===== src/rtl/stalloc_pkg.sv =====
// Shared codes and fixed widths for the segment table allocator.
package stalloc_pkg;

  // Command codes.
  localparam logic [1:0] CMD_ALLOC = 2'd0;
  localparam logic [1:0] CMD_FREE  = 2'd1;
  localparam logic [1:0] CMD_COUNT = 2'd2;

  // Status codes.
  localparam logic [1:0] ST_OK     = 2'd0;
  localparam logic [1:0] ST_NOFIT  = 2'd1;
  localparam logic [1:0] ST_FULL   = 2'd2;
  localparam logic [1:0] ST_ZERO   = 2'd3;

  // Fit policies.
  localparam logic [1:0] POL_FIRST = 2'd0;
  localparam logic [1:0] POL_NEXT  = 2'd1;
  localparam logic [1:0] POL_BEST  = 2'd2;
  localparam logic [1:0] POL_WORST = 2'd3;

  // Configuration register indexes.
  localparam logic [0:0] CFG_POLICY = 1'd0;
  localparam logic [0:0] CFG_ARENA  = 1'd1;

  // Field widths.
  localparam int CFG_DATA_W = 17;
  localparam int BYTES_W    = 16;
  localparam int COUNT_W    = 7;

endpackage


===== src/rtl/segment_table_allocator_core.sv =====
// Top level of the segment table allocator: cell ring and command sequencer.
// Usage: a request carries cmd, req_bytes and free_offset on the in_ channel
// (valid/stall). Each request yields exactly one result on the out_ channel:
// status, block_offset and segment_count.
// The table lives in a ring of MAX_SEGMENTS cells that rotates by one slot per
// cycle while a request is searched or updated; the sequencer looks at the head
// cell and feeds the tail cell. An alloc takes one full rotation to search and
// a second to update the table. A free, or an alloc that finds no room, takes
// one rotation. Count, unused codes and zero-size allocs skip the ring and go
// straight to the result.
// One request is in work at a time; in_stall is high while it is.
// cfg_we writes policy (index 0) or arena_bytes (index 1); an arena write
// reloads the table at once. Write configuration only while idle.
// Reset (rst_n low, synchronous) gives first fit, a 65536-byte arena and a
// table of one free segment. A stalled result holds its output register;
// a finished request waits for it before the block accepts the next one.
module segment_table_allocator_core #(
  parameter int MAX_SEGMENTS = 64,
  parameter int ADDR_BITS    = 16
) (
  input  logic                                clk,
  input  logic                                rst_n,
  input  logic                                in_valid,
  output logic                                in_stall,
  input  logic [1:0]                          in_cmd,
  input  logic [stalloc_pkg::BYTES_W-1:0]     in_req_bytes,
  input  logic [stalloc_pkg::BYTES_W-1:0]     in_free_offset,
  output logic                                out_valid,
  input  logic                                out_stall,
  output logic [1:0]                          out_status,
  output logic [stalloc_pkg::BYTES_W-1:0]     out_block_offset,
  output logic [stalloc_pkg::COUNT_W-1:0]     out_segment_count,
  input  logic                                cfg_we,
  input  logic [0:0]                          cfg_addr,
  input  logic [stalloc_pkg::CFG_DATA_W-1:0]  cfg_wdata
);
  import stalloc_pkg::*;

  localparam int N  = MAX_SEGMENTS;
  localparam int AB = ADDR_BITS;
  localparam int SW = AB + 1;
  localparam int IW = $clog2(N);
  localparam int TW = $clog2(N + 1);
  localparam int CW = 34;
  localparam logic [SW-1:0] RST_SIZE =
    (AB >= 16) ? SW'(65536) : (SW'(1) << AB);

  localparam logic [1:0] S_IDLE = 2'd0;
  localparam logic [1:0] S_SCAN = 2'd1;
  localparam logic [1:0] S_UPD  = 2'd2;
  localparam logic [1:0] S_DONE = 2'd3;

  // Ring wiring: cell k takes from cell k+1, the last cell from the tail feed.
  logic          c_valid [N];
  logic          c_used  [N];
  logic [AB-1:0] c_off   [N];
  logic [SW-1:0] c_size  [N];
  logic          t_valid;
  logic          t_used;
  logic [AB-1:0] t_off;
  logic [SW-1:0] t_size;
  logic          ring_init;
  logic          ring_shift;
  logic [SW-1:0] init_size;

  genvar g;
  generate
    for (g = 0; g < N; g++) begin : g_cell
      if (g == N - 1) begin : g_tail
        stalloc_cell #(.ADDR_BITS(AB), .FIRST(g == 0)) u_cell (
          .clk(clk), .rst_n(rst_n), .init(ring_init), .init_size(init_size),
          .shift(ring_shift), .d_valid(t_valid), .d_used(t_used),
          .d_off(t_off), .d_size(t_size), .q_valid(c_valid[g]),
          .q_used(c_used[g]), .q_off(c_off[g]), .q_size(c_size[g]));
      end else begin : g_body
        stalloc_cell #(.ADDR_BITS(AB), .FIRST(g == 0)) u_cell (
          .clk(clk), .rst_n(rst_n), .init(ring_init), .init_size(init_size),
          .shift(ring_shift), .d_valid(c_valid[g+1]), .d_used(c_used[g+1]),
          .d_off(c_off[g+1]), .d_size(c_size[g+1]), .q_valid(c_valid[g]),
          .q_used(c_used[g]), .q_off(c_off[g]), .q_size(c_size[g]));
      end
    end
  endgenerate

  // Registers.
  logic [1:0]    state_r, state_nxt;
  logic [1:0]    policy_r;
  logic [TW-1:0] total_r;
  logic [IW-1:0] last_r;
  logic [IW-1:0] idx_r;
  logic [1:0]    cmd_r;
  logic [16:0]   need_r;
  logic [AB-1:0] foff_r;
  logic          found_r;
  logic [IW-1:0] pick_r;
  logic [SW-1:0] psize_r;
  logic [AB-1:0] poff_r;
  logic          lo_found_r;
  logic [IW-1:0] lo_pick_r;
  logic [SW-1:0] lo_size_r;
  logic [AB-1:0] lo_off_r;
  logic          split_r;
  logic          carry_v_r;
  logic          carry_u_r;
  logic [AB-1:0] carry_o_r;
  logic [SW-1:0] carry_s_r;
  logic          out_valid_r;
  logic [1:0]    out_status_r;
  logic [BYTES_W-1:0] out_boff_r;
  logic [COUNT_W-1:0] out_count_r;
  logic [1:0]    res_status_r;

  // Arena size from the configuration word: round up to 4, cap at 2^AB.
  logic [17:0] arena18;
  logic [CW-1:0] arena_ext;
  logic [CW-1:0] arena_lim;
  assign arena18   = ({1'b0, cfg_wdata} + 18'd3) & ~18'd3;
  assign arena_ext = CW'(arena18);
  assign arena_lim = CW'(1) << AB;
  assign init_size = !rst_n ? RST_SIZE :
                     SW'((arena_ext > arena_lim) ? arena_lim : arena_ext);
  assign ring_init = cfg_we && (cfg_addr == CFG_ARENA);

  // Head cell test.
  logic          fits;
  logic          last_idx;
  logic [IW-1:0] start;
  assign fits = c_valid[0] && !c_used[0] && (CW'(c_size[0]) >= CW'(need_r));
  assign last_idx = (idx_r == IW'(N - 1));
  assign start = (TW'(last_r) < total_r) ? last_r : '0;

  // On the last head test the head itself may still win the search.
  logic take_head;
  always_comb begin
    case (policy_r)
      POL_BEST:  take_head = fits && (!found_r || c_size[0] < psize_r);
      POL_WORST: take_head = fits && (!found_r || c_size[0] > psize_r);
      default:   take_head = fits && !found_r;
    endcase
  end

  // Final pick for every policy; next fit takes the first match at or after the start, else wraps.
  logic          f_found;
  logic [IW-1:0] f_pick;
  logic [SW-1:0] f_size;
  logic [AB-1:0] f_off;
  always_comb begin
    if (take_head) begin
      f_found = 1'b1;
      f_pick  = idx_r;
      f_size  = c_size[0];
      f_off   = c_off[0];
    end else if (policy_r == POL_NEXT && !found_r) begin
      f_found = lo_found_r;
      f_pick  = lo_pick_r;
      f_size  = lo_size_r;
      f_off   = lo_off_r;
    end else begin
      f_found = found_r;
      f_pick  = pick_r;
      f_size  = psize_r;
      f_off   = poff_r;
    end
  end

  logic [SW-1:0] left;
  assign left = f_size - SW'(need_r);

  logic accept;
  assign accept     = in_valid && !in_stall;
  assign in_stall   = (state_r != S_IDLE);
  assign ring_shift = (state_r == S_SCAN) || (state_r == S_UPD);

  // Tail feed: plain rotation while searching, edits during the update pass.
  always_comb begin
    t_valid = c_valid[0];
    t_used  = c_used[0];
    t_off   = c_off[0];
    t_size  = c_size[0];
    if (state_r == S_UPD) begin
      if (cmd_r == CMD_FREE) begin
        if (c_valid[0] && c_off[0] == foff_r) t_used = 1'b0;
      end else if (idx_r == pick_r) begin
        t_used = 1'b1;
        t_size = SW'(need_r);
      end else if (carry_v_r) begin
        t_valid = 1'b1;
        t_used  = carry_u_r;
        t_off   = carry_o_r;
        t_size  = carry_s_r;
      end else if (split_r && idx_r > pick_r) begin
        t_valid = 1'b0;
      end
    end
  end

  // Sequencer.
  always_comb begin
    state_nxt = state_r;
    case (state_r)
      S_IDLE: begin
        if (accept) begin
          if (in_cmd == CMD_ALLOC && in_req_bytes != '0) state_nxt = S_SCAN;
          else if (in_cmd == CMD_FREE) state_nxt = S_UPD;
          else state_nxt = S_DONE;
        end
      end
      S_SCAN: begin
        if (last_idx) begin
          if (f_found && !(left != '0 && total_r >= TW'(N))) state_nxt = S_UPD;
          else state_nxt = S_DONE;
        end
      end
      S_UPD: begin
        if (last_idx) state_nxt = S_DONE;
      end
      S_DONE: begin
        if (!out_valid_r || !out_stall) state_nxt = S_IDLE;
      end
      default: state_nxt = S_IDLE;
    endcase
  end

  // Control state.
  always_ff @(posedge clk) begin
    if (!rst_n) begin
      state_r     <= S_IDLE;
      policy_r    <= POL_FIRST;
      total_r     <= TW'(1);
      last_r      <= '0;
      out_valid_r <= 1'b0;
      idx_r       <= '0;
    end else begin
      state_r <= state_nxt;
      if (cfg_we && cfg_addr == CFG_POLICY) policy_r <= cfg_wdata[1:0];
      if (ring_init) begin
        total_r <= TW'(1);
        last_r  <= '0;
      end else if (state_r == S_UPD && last_idx && cmd_r == CMD_ALLOC) begin
        last_r <= pick_r;
        if (split_r) total_r <= total_r + TW'(1);
      end
      if (ring_shift) idx_r <= last_idx ? '0 : idx_r + IW'(1);
      if (state_r == S_DONE && (!out_valid_r || !out_stall)) out_valid_r <= 1'b1;
      else if (!out_stall) out_valid_r <= 1'b0;
    end
  end

  // Request fields, search results and the carried entry of a split.
  always_ff @(posedge clk) begin
    if (accept) begin
      cmd_r      <= in_cmd;
      need_r     <= ({1'b0, in_req_bytes} + 17'd3) & ~17'd3;
      foff_r     <= AB'(32'(in_free_offset));
      found_r    <= 1'b0;
      lo_found_r <= 1'b0;
      carry_v_r  <= 1'b0;
      split_r    <= 1'b0;
      poff_r     <= '0;
      res_status_r <= (in_cmd == CMD_ALLOC && in_req_bytes == '0) ? ST_ZERO : ST_OK;
    end
    if (state_r == S_SCAN) begin
      if (fits && !last_idx) begin
        case (policy_r)
          POL_FIRST: begin
            if (!found_r) begin
              found_r <= 1'b1; pick_r <= idx_r; psize_r <= c_size[0];
              poff_r <= c_off[0];
            end
          end
          POL_NEXT: begin
            if (idx_r >= start) begin
              if (!found_r) begin
                found_r <= 1'b1; pick_r <= idx_r; psize_r <= c_size[0];
                poff_r <= c_off[0];
              end
            end else if (!lo_found_r) begin
              lo_found_r <= 1'b1; lo_pick_r <= idx_r; lo_size_r <= c_size[0];
              lo_off_r <= c_off[0];
            end
          end
          POL_BEST: begin
            if (!found_r || c_size[0] < psize_r) begin
              found_r <= 1'b1; pick_r <= idx_r; psize_r <= c_size[0];
              poff_r <= c_off[0];
            end
          end
          default: begin
            if (!found_r || c_size[0] > psize_r) begin
              found_r <= 1'b1; pick_r <= idx_r; psize_r <= c_size[0];
              poff_r <= c_off[0];
            end
          end
        endcase
      end
      if (last_idx) begin
        pick_r  <= f_pick;
        poff_r  <= f_off;
        split_r <= (left != '0);
        if (!f_found) res_status_r <= ST_NOFIT;
        else if (left != '0 && total_r >= TW'(N)) res_status_r <= ST_FULL;
      end
    end
    if (state_r == S_UPD && cmd_r == CMD_ALLOC && split_r) begin
      if (idx_r == pick_r) begin
        carry_v_r <= 1'b1;
        carry_u_r <= 1'b0;
        carry_o_r <= c_off[0] + AB'(need_r);
        carry_s_r <= c_size[0] - SW'(need_r);
      end else if (carry_v_r) begin
        carry_v_r <= c_valid[0];
        carry_u_r <= c_used[0];
        carry_o_r <= c_off[0];
        carry_s_r <= c_size[0];
      end
    end
  end

  // Output register.
  always_ff @(posedge clk) begin
    if (state_r == S_DONE && (!out_valid_r || !out_stall)) begin
      out_status_r <= res_status_r;
      out_boff_r   <= (cmd_r == CMD_ALLOC && res_status_r == ST_OK) ?
                      BYTES_W'(32'(poff_r)) : '0;
      out_count_r  <= COUNT_W'(total_r);
    end
  end

  assign out_valid         = out_valid_r;
  assign out_status        = out_status_r;
  assign out_block_offset  = out_boff_r;
  assign out_segment_count = out_count_r;

endmodule


===== src/rtl/stalloc_cell.sv =====
// One slot of the segment ring: offset, size, used and valid flags.
module stalloc_cell #(
  parameter int  ADDR_BITS = 16,
  parameter bit  FIRST     = 1'b0
) (
  input  logic                 clk,
  input  logic                 rst_n,
  input  logic                 init,
  input  logic [ADDR_BITS:0]   init_size,
  input  logic                 shift,
  input  logic                 d_valid,
  input  logic                 d_used,
  input  logic [ADDR_BITS-1:0] d_off,
  input  logic [ADDR_BITS:0]   d_size,
  output logic                 q_valid,
  output logic                 q_used,
  output logic [ADDR_BITS-1:0] q_off,
  output logic [ADDR_BITS:0]   q_size
);
  import stalloc_pkg::*;

  logic                 valid_r;
  logic                 used_r;
  logic [ADDR_BITS-1:0] off_r;
  logic [ADDR_BITS:0]   size_r;

  // Reset or arena reload leaves one free segment in the first slot only;
  // otherwise the slot takes its neighbor's contents on every shift.
  always_ff @(posedge clk) begin
    if (!rst_n || init) begin
      valid_r <= FIRST;
      used_r  <= 1'b0;
      off_r   <= '0;
      size_r  <= init_size;
    end else if (shift) begin
      valid_r <= d_valid;
      used_r  <= d_used;
      off_r   <= d_off;
      size_r  <= d_size;
    end
  end

  assign q_valid = valid_r;
  assign q_used  = used_r;
  assign q_off   = off_r;
  assign q_size  = size_r;

endmodule


===== config.mk =====
export PLATFORM = sky130hd
export DESIGN_NAME = segment_table_allocator_core
export DESIGN_NICKNAME = d
export VERILOG_FILES = /design/src/rtl/stalloc_pkg.sv /design/src/rtl/segment_table_allocator_core.sv /design/src/rtl/stalloc_cell.sv
export SDC_FILE = /design/constraint.sdc
export NUM_CORES = 2
export LEC_CHECK = 0
export BUFFER_PORTS_ARGS = -buffer_cell sky130_fd_sc_hd__buf_2
export CAP_MARGIN = 10
export CORE_ASPECT_RATIO = 2
export CORE_MARGIN = 4
export CORE_UTILIZATION = 50
export DETAILED_ROUTE_END_ITERATION = 7
export PLACE_DENSITY = 0.78
export SLEW_MARGIN = 20
export SYNTH_ARGS = -nofsm -noshare
export SYNTH_HDL_FRONTEND = slang
export SYNTH_SLANG_ARGS = --single-unit
export TNS_END_PERCENT = 50

===== constraint.sdc =====
create_clock -name clk -period 34.7 [get_ports clk]
set_clock_uncertainty 0.2 [all_clocks]
set_input_delay 6.94 -clock clk [delete_from_list [all_inputs] [get_ports clk]]
set_output_delay 6.94 -clock clk [all_outputs]
set_load 0.01 [all_outputs]

* After elaboration in Yosys (flattened, before gate mapping) *
Cells that the tools add are included.

cells by class
  reduce and logical (&&, ||, !) cells = 56
  muxes and demuxes = 222
  eq/ne operators = 22
  multipliers = 0
  $add $sub $neg = 7
  bitwise gates (word level) = 4
  shift-type cells = 0
  order comparisons = 8
  div/mod/pow operators = 0

operators by type and width
  kind                                                                     number
  17-bit 2-to-1 mux                                                        142
  16-bit 2-to-1 mux                                                        16
  6-bit 2-to-1 mux                                                         10
  17-bit one-hot mux with 3 select lines                                   1
  16-bit one-hot mux with 3 select lines                                   1
  1-bit 2-to-1 mux                                                         37
  17-bit subtractor                                                        2
  1-bit logical AND                                                        22
  2-bit 2-to-1 mux                                                         11
  17-bit by 2-bit adder with 18-bit output (second input constant)         1
  18-bit by 17-bit > comparator with 1-bit output (second input constant)  1
  6-bit one-hot mux with 3 select lines                                    1
  16-bit by 2-bit adder with 17-bit output (second input constant)         1
  17-bit >= comparator                                                     1
  17-bit > comparator                                                      1
  17-bit < comparator                                                      1
  17-bit nonzero test                                                      1
  16-bit adder                                                             1
  16-bit == test                                                           1
  16-bit zero test                                                         1
  16-bit nonzero test                                                      1
  2-bit zero test                                                          5
  5-bit AND reduction                                                      2
  2-bit by 1-bit == test with 1-bit output (second input constant)         4
  28 further kinds                                                         54

word-level totals
  memory bits (writable) = 0
  bits in read-only memories = 0
  output and inout port bits = 27
  register bits after elaboration = 2,440
  bits of input ports = 57
  latch bits = 0
  memories kept = 0
  word-level logic and storage cells = 601

* Longest topological paths before layout *
  depth in word-level cells = 14
  depth in mapped cells = 23
  depth with buffers taken out = 21

* Modules after synthesis *
A second synthesis with hierarchy kept.

unflattened totals
  cells, all modules = 7,373
  area, all modules = 103,264.0 µm²

modules (own cells, without submodules)
  module                                        sequential area each (µm²)  area an instance (µm²)  instances  cells each
  stalloc_cell at g_cell[10].g_body.u_cell ...  870.8                       1,426.4                 63         97
  segment_table_allocator_core                  5,705.5                     11,980.2                1          1,165
  stalloc_cell at g_cell[0].g_body.u_cell       870.8                       1,422.6                 1          97

* Worst setup path before layout *
OpenSTA, ideal clock, no wires.

  path kind = input to register
  from = input rst_n
  to = register g_cell[63].g_tail.u_cell.used_r
  library setup time = 1.195 ns
  buffers on the path = 2
  setup slack = 0.744 ns
  arrival = 32.560 ns
  cell stages on the path = 5
  cells stage by stage = clkbuf_1 > and2_1 > clkbuf_1 > nand2b_1 > o21ai_0

on the way
  cells in the longest elaborated chain, start to end = 2

RTL lines
  element                 line                                RTL
  start: declaration      segment_table_allocator_core.sv:22  input logic rst_n,
  1-bit zero test         n/a
  1-bit logical OR        stalloc_cell.sv:30                  if (!rst_n || init) begin
  end signal: assignment  stalloc_cell.sv:37                  used_r <= d_used;
  end: declaration        stalloc_cell.sv:23                  logic used_r;

Every way passes these cells.
A chain may end at the register's enable or synchronous reset.

* Worst setup path in the final report *
  from = input cfg_we
  to = register g_cell[41].g_body.u_cell.size_r[2] (enable)

on the way
  cells in the longest elaborated chain, start to end = 3

RTL lines
  element                              line                                 RTL
  start: declaration                   segment_table_allocator_core.sv:33   input logic cfg_we,
  1-bit logical AND                    segment_table_allocator_core.sv:122  assign ring_init = cfg_we && (cfg_addr == CFG_ARENA);
  1-bit logical OR                     stalloc_cell.sv:30
  2-bit nonzero test (no source line)  n/a
  end signal: assignment               stalloc_cell.sv:34                   size_r <= init_size;
  end signal: assignment               stalloc_cell.sv:39                   size_r <= d_size;
  end: declaration                     stalloc_cell.sv:25                   logic [ADDR_BITS:0] size_r;

Every way passes these cells.

==> impl_summary.log <==
INFO  metric run_status = finished, final reports clean
INFO  metric met3_length = 7.72 mm
INFO  metric antenna_found_initial = 8
INFO  metric hold_depth = 2
INFO  metric crit_arrival = ~12,000 ps
INFO  metric cp_common_cell = buf_4
INFO  metric first_iter_violations = 4,249
INFO  metric top_layer = met5
INFO  metric power.internal = 5.78 mW
INFO  metric timing.critical_path.fanout_max = 197
INFO  metric place.detailed.hpwl = about 100 mm
INFO  metric wl_met1 = 71.7 mm
INFO  metric pwr_density_cell = about 79 nW/µm²
INFO  metric max_freq = 81.8 MHz
INFO  metric cts_buffers = 201
INFO  metric worst_skew_pair.late_latency = around 850 ps
INFO  metric worst_ir_drop_vdd = 0.136 mV
INFO  metric num_vias = 53,900
INFO  metric placementRows = 224
INFO  metric floorplan.die_area = 195,000 µm²
INFO  metric ratio_of_cells_with_drive_above_1_in_the_final_layout = roughly 6.8%
INFO  metric critical-path-max-stage-delay = 950 ps
INFO  metric fin_crit = approximately 12,000 ps
INFO  metric timing.final.crit_share = 35.2%
INFO  metric post_drt_wl_per_cell = roughly 17 µm
INFO  metric num-nets-final = 7,608
INFO  metric pwr-share-seq = 47.7%
INFO  metric ys_async_sr_fraction = 0%
INFO  metric core-area = 186,000 µm²
INFO  metric post-route-drc-count = 0
INFO  metric detailroute.wirelength.met2 = between 80 and 90 mm
INFO  metric critical_path.endpoint_type = register
INFO  metric edff_count_synth = 1,258
INFO  metric comb_power_share = between 20% and 30%
INFO  metric worst_ep_required_time = roughly 35,000 ps
INFO  metric synthToLayoutAreaGrowth = 9.44%
INFO  metric worstSetupPathType = primary input to register
INFO  metric cts_tree = yes
INFO  metric slew_headroom = 23.1%
INFO  metric gp_congestion = 0.861
INFO  metric route.antenna.remaining_nets = 0
INFO  metric clock_path_buffers = 4
INFO  metric post-layout-total-power = just over 8 mW
INFO  metric setup.worst_path.start_class = primary input
INFO  metric first_pass_grt_wire_length = 278 mm
INFO  metric worst_slew_pin_slew = 1150 ps
INFO  metric switchingPower = 2.36 mW
INFO  metric worstSetupPathDepth = 8
INFO  metric cts_hold_fix_bufs = 0
INFO  metric timing.hold.worst.class = register to register
INFO  metric die_height = 620 µm
INFO  metric crit_buf_inv = 5
INFO  metric clockRootBuffer = clkbuf_16
INFO  metric h-tree-depth = 4
INFO  metric max_cap_violations = 0
INFO  metric hold_viol_final = 0
INFO  metric synth-seq-area-share = 65.6%
INFO  metric start_util = 50.3%
INFO  metric worst_path_dominant_cell_family = buffers and inverters
INFO  metric netlist_instances = between 7,000 and 8,000
INFO  metric place.detailed.instances = 9,749
INFO  metric grt_max_degree = 265
INFO  metric clock_edge_transition_at_the_registers_on_the_reported_setup_and_hold_paths = 70 ps
INFO  metric groute.usage.overall = 17.2%
INFO  metric synth.net_count = 7,778
INFO  metric synth_top_flop_cell = edfxtp_1
INFO  metric finalMaxSlewViolations = 0
INFO  metric syn-mean-instance-area = 12.3 µm²
INFO  metric final_cell_count_no_fill = between 10,000 and 15,000
INFO  metric yosys.cell_types.count = 83
INFO  metric ys.warnings.count = 0
INFO  metric grt_overflow = 0
INFO  metric floorplan.die.width = 314 µm
INFO  metric ys_ff_latch = about 2,400
INFO  metric dp_slack = approximately 21,000 ps
INFO  metric route.detailed.vias_per_inst = 5.33
INFO  metric number_of_global_route_vias_before_repair = 53,300
INFO  metric postCtsSetupBuffers = 0
INFO  metric boundaryPins = 84
INFO  metric setup-tns-final = 0 ps
INFO  metric drt-total-wl = 170 mm
INFO  metric clkPwrFrac = 27.8%
INFO  metric setup-violations-final = 0
INFO  metric reg2reg_depth = 19
INFO  metric drt_pre_antenna_iters = 6
INFO  metric critical_path_cell_by_cell = buf_2 -> nand2_4 -> and2_4 -> nand2b_4 -> buf_12 -> buf_4 -> buf_4 -> buf_4
INFO  metric tritoncts_num_sinks = 2,440
INFO  metric rsz0062_at_grt = false
INFO  metric finalWorstSetupSlack = 22,470 ps
INFO  metric switching_share = between 20% and 30%
INFO  metric critical-path-slowest-cell = buf_4
INFO  metric leakagePower = between 40 and 50 nW
INFO  metric synth.cell_area = just over 90,000 µm²
INFO  metric postCtsResizedCells = 0
INFO  metric count_of_buffers_from_port_buffering = between 80 and 90
-- logic make-up after synthesis --
kind of cell	count (synthesis)	share of synthesized area, %
AO/OA/AOI/OAI	920	7.18
XOR/XNOR	73	0.683
adder cells (fa/ha/maj)	85	1.15
buffers and inverters	605	2.50
flip-flops	2440	65.6
multiplexers	1179	12.6
AND/OR/NAND/NOR	2334	10.2
-- cells in the mapped netlist (3+ instances only) --
cell type | instances | area (µm²)
mux2i_1 | 1176 | 11800
clkbuf_1 | 454 | 1700
buf_2 | 15 | 75.1
nand3b_1 | 3 | 22.5
edfxtp_1 | 1258 | 37800
nand4_1 | 19 | 119
inv_1 | 73 | 274
a21oi_2 | 3 | 26.3
or2_2 | 5 | 31.3
o22ai_1 | 28 | 175
o21a_1 | 10 | 75.1
o21ai_2 | 4 | 35.0
a211oi_1 | 6 | 45.0
a21o_1 | 646 | 4850
xnor2_1 | 39 | 342
a311oi_1 | 16 | 140
dfxtp_1 | 1182 | 23700
a31oi_1 | 4 | 25.0
a21oi_1 | 54 | 270
ha_1 | 83 | 1040
and2_1 | 38 | 238
o221ai_1 | 17 | 149
nor2b_1 | 17 | 106
a22oi_1 | 3 | 22.5
o21ai_0 | 68 | 340
nand2_1 | 774 | 2910
a22o_1 | 15 | 131
or3_1 | 6 | 37.5
nand2b_1 | 10 | 62.6
o31ai_1 | 10 | 75.1
nor3_1 | 17 | 85.1
nor4_1 | 16 | 100
and3_1 | 141 | 882
nor2_1 | 1240 | 4650
a21boi_0 | 4 | 30.0
buf_1 | 58 | 218
xor2_1 | 34 | 298
and4_1 | 4 | 35.0
nand3_1 | 26 | 130
o211ai_1 | 3 | 22.5
-- per-stage QoR --
stage                     instance area (µm²)  hold slack [ps]  utilization (%)
after global placement                  95900              268             51.5
final                                  102000              228             55.0
after floorplan                         93600              206                -
after CTS                              102000              232             55.0
after global routing                   102000              268             55.0
after detailed placement                95900              281             51.5
-- state kept, by name, indices dropped and copies added, names as in the netlist, 6 cells and up --
signal and count:
g_cell.g_body.u_cell.q_size 1071, g_cell.g_body.u_cell.q_off 1008, g_cell.g_body.u_cell.q_used 63, g_cell.g_body.u_cell.q_valid 63, carry_s_r 17, g_cell.g_tail.u_cell.q_size 17, lo_size_r 17, psize_r 17
carry_o_r 16, foff_r 16, g_cell.g_tail.u_cell.q_off 16, lo_off_r 16, out_block_offset 16, poff_r 16, need_r 15, out_segment_count 7
total_r 7, idx_r 6, last_r 6, lo_pick_r 6, pick_r 6
-- final cells by class --
class / count / area [µm²]
Fill cell: 15200 / 83700
Sequential cell: 2440 / 61400
Multi-Input combinational cell: 4591 / 30000
Clock buffer: 275 / 5710
Tap cell: 2486 / 3110
Timing Repair Buffer: 159 / 1090
Clock inverter: 88 / 807
Inverter: 73 / 274
Antenna cell: 5 / 12.5
-- power groups by stage --
stage	combinational, mW	clock (mW)	sequential (mW)
floorplan	1.67	0	4.49
global placement	1.96	0	3.93
detailed placement	2.00	0	3.94
CTS	2.00	2.32	3.89
global route	2.13	2.44	3.93
finish	1.99	2.26	3.88
-- path summary, 6_finish.rpt --
path,start,to,slack (ps)
worst min register to register,g_cell[6].g_body.u_cell.q_off[8],g_cell[5].g_body.u_cell.q_off[8],230
worst max-delay path,cfg_we,g_cell[41].g_body.u_cell.q_size[2],22470
worst max register to register,need_r[3],state_r[0],28040
worst min-delay path,g_cell[6].g_body.u_cell.q_off[8],g_cell[5].g_body.u_cell.q_off[8],230
-- placed cells by master, fill, tap and decap left out, types with 16 or more instances in the layout --
master | synthesis | final
buf_2 | 15 | 82
xor2_1 | 34 | 34
clkbuf_8 | 1 | 29
edfxtp_1 | 1258 | 1258
a21oi_1 | 54 | 54
clkbuf_1 | 454 | 39
and2_1 | 38 | 37
nor3_1 | 17 | 16
nand3_1 | 26 | 23
xnor2_1 | 39 | 39
nand2_1 | 774 | 768
clkbuf_16 | 0 | 206
clkinv_2 | 0 | 35
o221ai_1 | 17 | 17
a21o_1 | 646 | 646
o21ai_0 | 68 | 68
nor2_1 | 1240 | 1229
buf_4 | 0 | 65
nand4_1 | 19 | 19
clkinv_1 | 0 | 19
a311oi_1 | 16 | 16
and3_1 | 141 | 141
dfxtp_1 | 1182 | 1182
o22ai_1 | 28 | 28
mux2i_1 | 1176 | 1176
inv_1 | 73 | 74
ha_1 | 83 | 82
nor2b_1 | 17 | 17
-- worst min-delay path: cells and delay by family, from the launching register on --
family	cells	cell delay, ps
flops	1	340
simple gates	1	70
mux	1	70
-- metal layers --
layer / vias to the layer above / GRT usage (%)
met5: - / 0
met4: 4 / 7.07
met3: 358 / 2.61
met2: 966 / 29.4
met1: 26300 / 22.0
li1: 26300 / -
(Power assumes the default switching activity.)
